<file path="src/hdl/ogom_pkg.sv">
`timescale 1ns / 1ps

package ogom_pkg;

  localparam int POS_W  = 16;
  localparam int CELL_W = 17;
  localparam int DIST_W = 18;
  localparam int CFG_W  = 18;
  localparam int IDX_W  = 2;

  localparam logic [2:0] FN_CHECK   = 3'd0;
  localparam logic [2:0] FN_QUERY   = 3'd1;
  localparam logic [2:0] FN_CLAIM   = 3'd2;
  localparam logic [2:0] FN_RELEASE = 3'd3;
  localparam logic [2:0] FN_MOVE    = 3'd4;

  localparam logic [IDX_W-1:0] REG_GRID_COLS      = 2'd0;
  localparam logic [IDX_W-1:0] REG_GRID_ROWS      = 2'd1;
  localparam logic [IDX_W-1:0] REG_CELL_SHIFT     = 2'd2;
  localparam logic [IDX_W-1:0] REG_MOVE_THRESHOLD = 2'd3;

  typedef enum logic [2:0] {
    ST_CLEAR,
    ST_IDLE,
    ST_SETUP,
    ST_LOOK,
    ST_SWEEP,
    ST_DRAIN,
    ST_DONE
  } st_t;

  typedef struct packed {
    logic [2:0]               func;
    logic [7:0]               owner_id;
    logic signed [CELL_W-1:0] new_c;
    logic signed [CELL_W-1:0] new_r;
    logic signed [CELL_W-1:0] old_c;
    logic signed [CELL_W-1:0] old_r;
    logic [POS_W-1:0]         dx;
    logic [POS_W-1:0]         dy;
    logic [POS_W-1:0]         dz;
  } item_t;

  // truncate toward zero after dividing by 2**sh
  function automatic logic signed [CELL_W-1:0] to_cell(input logic signed [POS_W-1:0] v,
                                                       input logic [3:0] sh);
    logic signed [CELL_W-1:0] ext;
    logic [CELL_W-1:0]        mag;
    logic [CELL_W-1:0]        q;
    ext = $signed({v[POS_W-1], v});
    mag = v[POS_W-1] ? CELL_W'(-ext) : CELL_W'(ext);
    q   = mag >> sh;
    return v[POS_W-1] ? $signed(CELL_W'(0) - q) : $signed(q);
  endfunction

  function automatic logic [POS_W-1:0] abs_diff(input logic signed [POS_W-1:0] a,
                                                input logic signed [POS_W-1:0] b);
    logic signed [POS_W:0] d;
    d = $signed({a[POS_W-1], a}) - $signed({b[POS_W-1], b});
    return d[POS_W] ? POS_W'(-d) : POS_W'(d);
  endfunction

endpackage

</file>
<file path="src/hdl/ogom_prep.sv">
`timescale 1ns / 1ps

module ogom_prep (
  input  logic                                clk,
  input  logic                                accept,
  input  logic [3:0]                          cell_shift,
  input  logic [2:0]                          in_func,
  input  logic [7:0]                          in_owner_id,
  input  logic signed [ogom_pkg::POS_W-1:0]   in_pos_x,
  input  logic signed [ogom_pkg::POS_W-1:0]   in_pos_y,
  input  logic signed [ogom_pkg::POS_W-1:0]   in_pos_z,
  input  logic signed [ogom_pkg::POS_W-1:0]   in_old_x,
  input  logic signed [ogom_pkg::POS_W-1:0]   in_old_y,
  input  logic signed [ogom_pkg::POS_W-1:0]   in_old_z,
  output ogom_pkg::item_t                     item
);

  import ogom_pkg::*;

  item_t item_r;
  item_t item_nxt;

  always_comb begin
    item_nxt.func     = in_func;
    item_nxt.owner_id = in_owner_id;
    item_nxt.new_c    = to_cell(in_pos_x, cell_shift);
    item_nxt.new_r    = to_cell(in_pos_z, cell_shift);
    item_nxt.old_c    = to_cell(in_old_x, cell_shift);
    item_nxt.old_r    = to_cell(in_old_z, cell_shift);
    item_nxt.dx       = abs_diff(in_pos_x, in_old_x);
    item_nxt.dy       = abs_diff(in_pos_y, in_old_y);
    item_nxt.dz       = abs_diff(in_pos_z, in_old_z);
  end

  always_ff @(posedge clk) begin
    if (accept) begin
      item_r <= item_nxt;
    end
  end

  assign item = item_r;

endmodule

</file>
<file path="config.mk">
export PLATFORM = sky130hd
export DESIGN_NAME = ogom_prep
export DESIGN_NICKNAME = d
export VERILOG_FILES = /design/src/hdl/ogom_pkg.sv /design/src/hdl/ogom_prep.sv
export SDC_FILE = /design/constraint.sdc
export NUM_CORES = 1
export LEC_CHECK = 0
export BUFFER_PORTS_ARGS = -buffer_cell sky130_fd_sc_hd__buf_4
export CAP_MARGIN = 10
export CORE_MARGIN = 4
export CORE_UTILIZATION = 50
export CTS_CLUSTER_SIZE = 25
export DETAILED_ROUTE_END_ITERATION = 8
export PLACE_DENSITY = 0.84
export SLEW_MARGIN = 10
export SYNTH_ARGS = -nofsm -noshare
export SYNTH_HDL_FRONTEND = slang
export SYNTH_SLANG_ARGS = --single-unit
</file>
<file path="constraint.sdc">
create_clock -name clk -period 4.75 [get_ports clk]
set_input_delay 1.1875 -clock clk [delete_from_list [all_inputs] [get_ports clk]]
set_output_delay 1.1875 -clock clk [all_outputs]
set_load 0.02 [all_outputs]
</file>
* After elaboration in Yosys (flattened, before gate mapping)
Index checks and enable logic that the tools add are counted.
** Word-level totals
- Bits of input ports :: 113
- Register bits :: 127
** Cells by class
- Multiplexer cells :: 11
- Shift operators :: 4
- Add/subtract/negate cells :: 14
** Operators by type and width (number)
- $mux W17 :: 8
- $neg A16 Y17 :: 4
- $shr A17 B4 Y17 :: 4
- $sub A1 B17 Y17 const A :: 4
- $sub A16 B16 Y17 :: 3
- $mux W16 :: 3
- $neg A16 Y16 :: 3

* Logic depth before layout (Yosys ltp)
Gate-level depths: netlist of the first run.
- Word-level depth :: 5
- Gate-level depth with buffers :: 16
- Gate-level depth less buffers :: 14

* Worst setup path after synthesis of the first run
OpenSTA, ideal clock, no wires.
- Path type :: input port to flip-flop
- Start point :: input port in_old_z[1] in the netlist's numbering
- End point :: register item_r, in the netlist item[61] (data pin)
- Setup time :: 0.261 ns
- Cell stages on the path :: 14
- Path slack :: -0.085 ns
- Arrival :: 4.574 ns
- Data required time :: 4.489 ns
- Cell sequence :: inv_1 -> ha_1 -> or4b_1 -> buf_2 -> o41ai_1 -> xnor2_1 -> mux2i_1 -> or2_2 -> a32oi_2 -> nand3b_2 -> or4_4 -> buf_6 -> o41ai_4 -> xnor2_1
** RTL lines
- from (decl) :: line ogom_prep.sv:14 : input logic signed [ogom_pkg::POS_W-1:0] in_old_z,
- to (signal assigned) :: line ogom_prep.sv:37 : item_r <= item_nxt;
- to (decl) :: line ogom_prep.sv:20 : item_t item_r;

==> results of run 1 <==
-- report_power, final --
| part | switching (W) | leakage, nW | internal (W) | total [W] |
|---|---|---|---|---|
| Clock | 0.000584 | 0.305 | 0.000891 | 0.00148 |
| Sequential | 0.0000548 | 1.24 | 0.00148 | 0.00154 |
| Combinational | 0.00127 | 5.69 | 0.000952 | 0.00222 |
| Total | 0.00190 | 7.23 | 0.00332 | 0.00523 |
-- synth_stat cells (19+ instances only) --
library cell / n
a211oi_1: 19
nand2_1: 108
buf_2: 32
xnor2_1: 126
ha_1: 59
o211ai_1: 30
nor3_1: 46
edfxtp_1: 127
mux2i_1: 36
o31ai_1: 26
nand3_1: 36
o21ai_0: 84
xor2_1: 54
clkbuf_1: 54
or3_1: 25
a21oi_1: 84
a31oi_1: 30
nor2_1: 115
inv_1: 91
-- kinds of logic (layout without fill, tap and decap cells) --
family | count (synthesis) | after routing | synth area share
and+or+nand+nor | 483 | 483 | 0.1812
DFF | 127 | 127 | 0.2744
muxes | 56 | 56 | 0.04619
xor gates and xnor gates | 180 | 180 | 0.1134
adders and majority gates | 62 | 62 | 0.05744
buffers and inverters | 199 | 538 | 0.05960
AOI/OAI and AO/OA | 508 | 508 | 0.2677
-- worst max-delay path by stage --
| stage | start | end | cells after the start |
|---|---|---|---|
| floorplan | in_old_z[1] | item[61] | 14 |
| global placement | in_old_x[1] | item[74] | 14 |
| detailed placement | in_old_x[1] | item[74] | 14 |
| CTS | in_old_z[1] | item[58] | 16 |
| global route | in_old_z[1] | item[58] | 16 |
| finish | in_old_x[1] | item[74] | 14 |
-- through the flow --
step	worst slack, ps	instances	cell area, sq um	utilization
finish	223.0	2326	17670	0.6503
global route	33.84	2326	17670	0.6503
CTS	259.3	2326	17670	0.6503
detailed placement	-134.2	2294	17040	0.6270
global placement	-69.65	2294	17040	0.6270
floorplan	27.52	1615	13910	-
-- layer usage --
layer  vias up  track usage
met3       157      0.04414
met5         -            0
met1      6933       0.3636
met4         0       0.1352
li1       6835            -
met2       758       0.5130
-- layout make-up --
class / instances / area, sq um
Fill cell: 2302 / 9504
Multi-Input combinational cell: 1289 / 9264
Sequential cell: 127 / 3814
Timing Repair Buffer: 412 / 3143
Tap cell: 372 / 465.4
Clock buffer: 18 / 429.2
Inverter: 94 / 352.8
Clock inverter: 14 / 203.9
-- worst max-delay path: stages --
cell and delay (ps):
buf_4 110, inv_1 70, ha_1 160, or4b_2 610, o41ai_1 320, xnor2_1 220
mux2i_1 170, a2111oi_0 570, buf_4 210, a21oi_1 80, and4bb_2 330, nand4_1 200
o31ai_1 350, xor2_1 100
==> summary.md, run 1 <==
| Metric | Value |
|---|---|
| Status | `finished, final reports clean` |
| RSZ-0062 raised after global routing | `no` |
| Final Power | `roughly 0.0052 W` |
| Crit end category | `register` |
| Hold path endpoint | `item[117]` |
| Critical Path AT | `between 4000 and 5000 ps` |
| Top Layer Used | `met4` |
| Worst Max-Slew Pin Slew | `around 1100 ps` |
| Vias | `roughly 15000` |
| Share of layout cells above drive strength 1 | `0.2646` |
| Die Width | `174.7 um` |
| Total track usage | `0.2957` |
| Number of buffers created by CTS | `17` |
| RePlAce Congestion | `a little under 1` |
| CP Max Fanout | `5` |
| FMAX | `between 200 and 250 MHz` |
| Hold slack | `937.5 ps` |
| DR DRC count | `0` |
| Largest register FFs | `approximately 130` |
| Yosys Warn Count | `0` |
| Most frequent cells in the layout | `408 x buf_4, 127 x edfxtp_1, 126 x xnor2_1` |
| DP HPWL | `35980 um` |
| Max IR drop VDD | `approximately 0.00021 V` |
| Met3 routed WL | `3602 um` |
| Required time worst endpoint | `between 4000 and 5000 ps` |
| Initial Util | `0.5114` |
| Worst Hold Launch | `in_owner_id[1]` |
| Antenna violations before repair | `0` |
| CTS clk-pin slew, worst paths | `roughly 60 ps` |
| Number of buffers added on ports | `roughly 240` |
| Sequential fraction of the synthesis area | `0.2744` |
| # nets final | `roughly 2100` |
| Clk sink count | `roughly 130` |
| Clock Path Buffers | `2` |
| Max-slew headroom | `0.2899` |
| Vias in the first global route | `around 14000` |
| #FFs+latches synth | `127` |
| Critical path launch point type | `primary input` |
| Final setup TNS | `0 ps` |
| Post-synth top flop | `edfxtp_1` |
| Cell depth of the worst hold path | `1` |
| Syn_nets | `1790` |
| TritonCTS clock tree | `built` |
| Cell accounting for the most synthesized area | `edfxtp_1` |
| Post-CTS Hold Buffers | `0` |
| Period utilisation layout | `0.9531` |
| Ant. Diodes | `0` |
| CTS root buf | `clkbuf_16` |
| Post-CTS Setup Bufs | `0` |
| Largest net degree at the start of global routing | `93` |
| Synth Instances | `roughly 1600` |
| Final hold vios | `0` |
| First-pass GRT wire length | `between 70000 and 80000 um` |
| Setup CP Type | `in -> reg` |
| Distinct cells, synth | `97` |
| DRT antenna net count | `0` |
| Htree depth | `4` |
| DR vias/cell | `between 6 and 7` |
| Area share of the largest cell type after synthesis | `0.2744` |
| Met2 Wirelength | `approximately 23000 um` |
| Row Count | `60` |
| DR pass1 iterations | `8` |
| Final min period | `approximately 4500 ps` |
| Post-synth EDFFs | `roughly 130` |
| GRT overflow | `0` |
| HP Class | `in -> reg` |
| Leak | `between 7 and 8 nW` |
| Setup violators final | `0` |
| I/O pin total | `240` |
| Post-Syn Area per Cell | `8.605 sq um` |
| Post-synthesis async set-or-reset flop share | `0` |
| Die area | `between 30000 and 40000 sq um` |
| Commonest non-fill, non-tap cell in the layout | `buf_4` |
| # Max-Cap Violations | `0` |
| Max-slew violations | `0` |
| Post-Syn Area | `approximately 14000 sq um` |
| Iteration-0 DRC count of the detailed router | `1379` |
| Synth area leaders | `edfxtp_1 27%, xnor2_1 7.9%, ha_1 5.3%` |
| Area delta synth->final | `27.16%` |
| Post-CTS Resized | `0` |
| Area of the core | `27180 sq um` |
| Post-Route M1 WL | `18680 um` |
| Power per cell area | `roughly 300 nW/um^2` |
| Die Y | `about 170 um` |
| WL per Instance | `20.35 um` |
| Wirelength, routed | `about 47000 um` |
Note: power is estimated with default switching activity, not from simulation.
==> inputs of run 2 (changes only) <==
--- a/config.mk
+++ b/config.mk
@@ -5,13 +5,14 @@
 export SDC_FILE = /design/constraint.sdc
 export NUM_CORES = 1
 export LEC_CHECK = 0
+export ABC_CLOCK_PERIOD_IN_PS = 4750
 export BUFFER_PORTS_ARGS = -buffer_cell sky130_fd_sc_hd__buf_4
 export CAP_MARGIN = 10
 export CORE_MARGIN = 4
 export CORE_UTILIZATION = 50
 export CTS_CLUSTER_SIZE = 25
 export DETAILED_ROUTE_END_ITERATION = 8
-export PLACE_DENSITY = 0.84
+export PLACE_DENSITY = 0.75
 export SLEW_MARGIN = 10
 export SYNTH_ARGS = -nofsm -noshare
 export SYNTH_HDL_FRONTEND = slang
==> summary.md, run 2 (synthesized netlist as in run 1, its figures left out) <==
| Metric | Value |
|---|---|
| Status | `finished, final reports clean` |
| Max-slew violations | `0` |
| Vias in the first global route | `14150` |
| Max IR drop VDD | `roughly 0.00022 V` |
| Leak | `7.148 nW` |
| Initial Util | `0.5114` |
| Cell family with most CP delay | `simple AND/OR/NAND/NOR gates` |
| Critical path launch point type | `primary input` |
| Final WS setup | `between 200 and 300 ps` |
| Slowest CP cell | `or4b_2` |
| CTS clk-pin slew, worst paths | `~60 ps` |
| Area of the core | `27180 sq um` |
| CP max stage delay | `about 610 ps` |
| Area delta synth->final | `26.09%` |
| Setup CP Type | `in -> reg` |
| I/O pin total | `240` |
| Hold path endpoint | `item[124]` |
| Clock Path Buffers | `2` |
| # nets final | `approximately 2100` |
| Critical Path AT | `between 4000 and 5000 ps` |
| Post-CTS Resized | `0` |
| Period utilisation layout | `0.9464` |
| Antenna violations before repair | `0` |
| DR vias/cell | `~6.3` |
| WL per Instance | `roughly 20 um` |
| Vias | `~14000` |
| Critical path depth | `15` |
| HP Class | `in -> reg` |
| DR pass1 iterations | `6` |
| GRT overflow | `0` |
| Die Width | `approximately 170 um` |
| Post-CTS Setup Bufs | `0` |
| Commonest non-fill, non-tap cell in the layout | `buf_4` |
| Worst Max-Slew Pin Slew | `approximately 1100 ps` |
| Largest register FFs | `between 100 and 150` |
| Setup Slack @ Placement | `-122.7 ps` |
| Required time worst endpoint | `between 4000 and 5000 ps` |
| RePlAce Congestion | `about 1.0` |
| Cell depth of the worst hold path | `1` |
| Power per cell area | `291.1 nW/um^2` |
| Crit end category | `register` |
| Die Y | `174.7 um` |
| Die area | `between 30000 and 40000 sq um` |
| CTS root buf | `clkbuf_16` |
| DRT antenna net count | `0` |
| Iteration-0 DRC count of the detailed router | `1300` |
| Htree depth | `4` |
| First-pass GRT wire length | `73690 um` |
| Row Count | `60` |
| DR DRC count | `0` |
| Max-slew headroom | `0.2918` |
| CP Max Fanout | `5` |
| Post-CTS Hold Buffers | `0` |
| Final min period | `roughly 4500 ps` |
| Final hold vios | `0` |
| Most frequent cells in the layout | `395 x buf_4, 127 x edfxtp_1, 126 x xnor2_1` |
| TritonCTS clock tree | `built` |
| Setup violators final | `0` |
| # Max-Cap Violations | `0` |
| Number of buffers added on ports | `around 240` |
| RSZ-0062 raised after global routing | `no` |
| CP cell instances | `buf_4 -> inv_1 -> ha_1 -> or4b_2 -> o41ai_1 -> xnor2_1 -> mux2i_1 -> a2111oi_0 -> buf_4 -> a21oi_1 -> and4bb_2 -> nand4_1 -> buf_4 -> nor2_1 -> o21ai_0` |
| DP HPWL | `approximately 36000 um` |
| Clk sink count | `127` |
| Total track usage | `0.2947` |
| Top cell by count, worst path | `buf_4` |
| Share of layout cells above drive strength 1 | `0.2598` |
| Ant. Diodes | `0` |
| FMAX | `222.4 MHz` |
| Sum of buffers and inverters on the critical path | `4` |
| Worst Hold Launch | `in_func[0]` |
| Wirelength, routed | `roughly 47000 um` |
| Final Power | `a little over 0.005 W` |
| Number of buffers created by CTS | `17` |
| Largest net degree at the start of global routing | `64` |
run 2: area by class of cell:
class | instances | area (sq um)
clock buffer | 17 | 425.4
clock inverter | 14 | 156.4
fill | 2364 | 9653
inverter | 94 | 352.8
multi-input combinational | 1289 | 9264
sequential | 127 | 3814
tap | 372 | 465.4
timing repair buffer | 399 | 3045
run 2: where the power goes:
group          internal (W)  leakage [nW]  switching (W)
clock              0.000781         0.280       0.000590
sequential          0.00148          1.24      0.0000545
combinational      0.000942          5.63        0.00125
total               0.00320          7.15        0.00190
run 2: worst max-delay path by stage:
stage                           start       end  slack [ps]
after floorplan           in_old_z[1]  item[61]          30
after global placement    in_old_z[1]  item[60]          -3
after detailed placement  in_old_z[1]  item[63]        -120
after CTS                 in_old_z[1]  item[60]         330
after global routing      in_old_z[1]  item[60]          30
final                     in_old_x[1]  item[78]         250
run 2: per-stage QoR:
step / instances / TNS [ps] / area (sq um) / utilization / hold slack (ps)
after global routing: 2312 / 0 / 17520 / 0.6448 / 923.6
after global placement: 2281 / -3.352 / 16940 / 0.6234 / 1366
final: 2312 / 0 / 17520 / 0.6448 / 938.0
after detailed placement: 2281 / -772.3 / 16940 / 0.6234 / 1367
after CTS: 2312 / 0 / 17520 / 0.6448 / 922.7
after floorplan: 1615 / 0 / 13910 / - / 1286
run 2: metal layers:
layer  up-vias  track usage  wire (um)
met2       735       0.5015      22110
met1      6806       0.3721      18800
li1       6805            -          -
met3       141      0.04392       3562
met4         0       0.1306       2024
met5         -            0          0
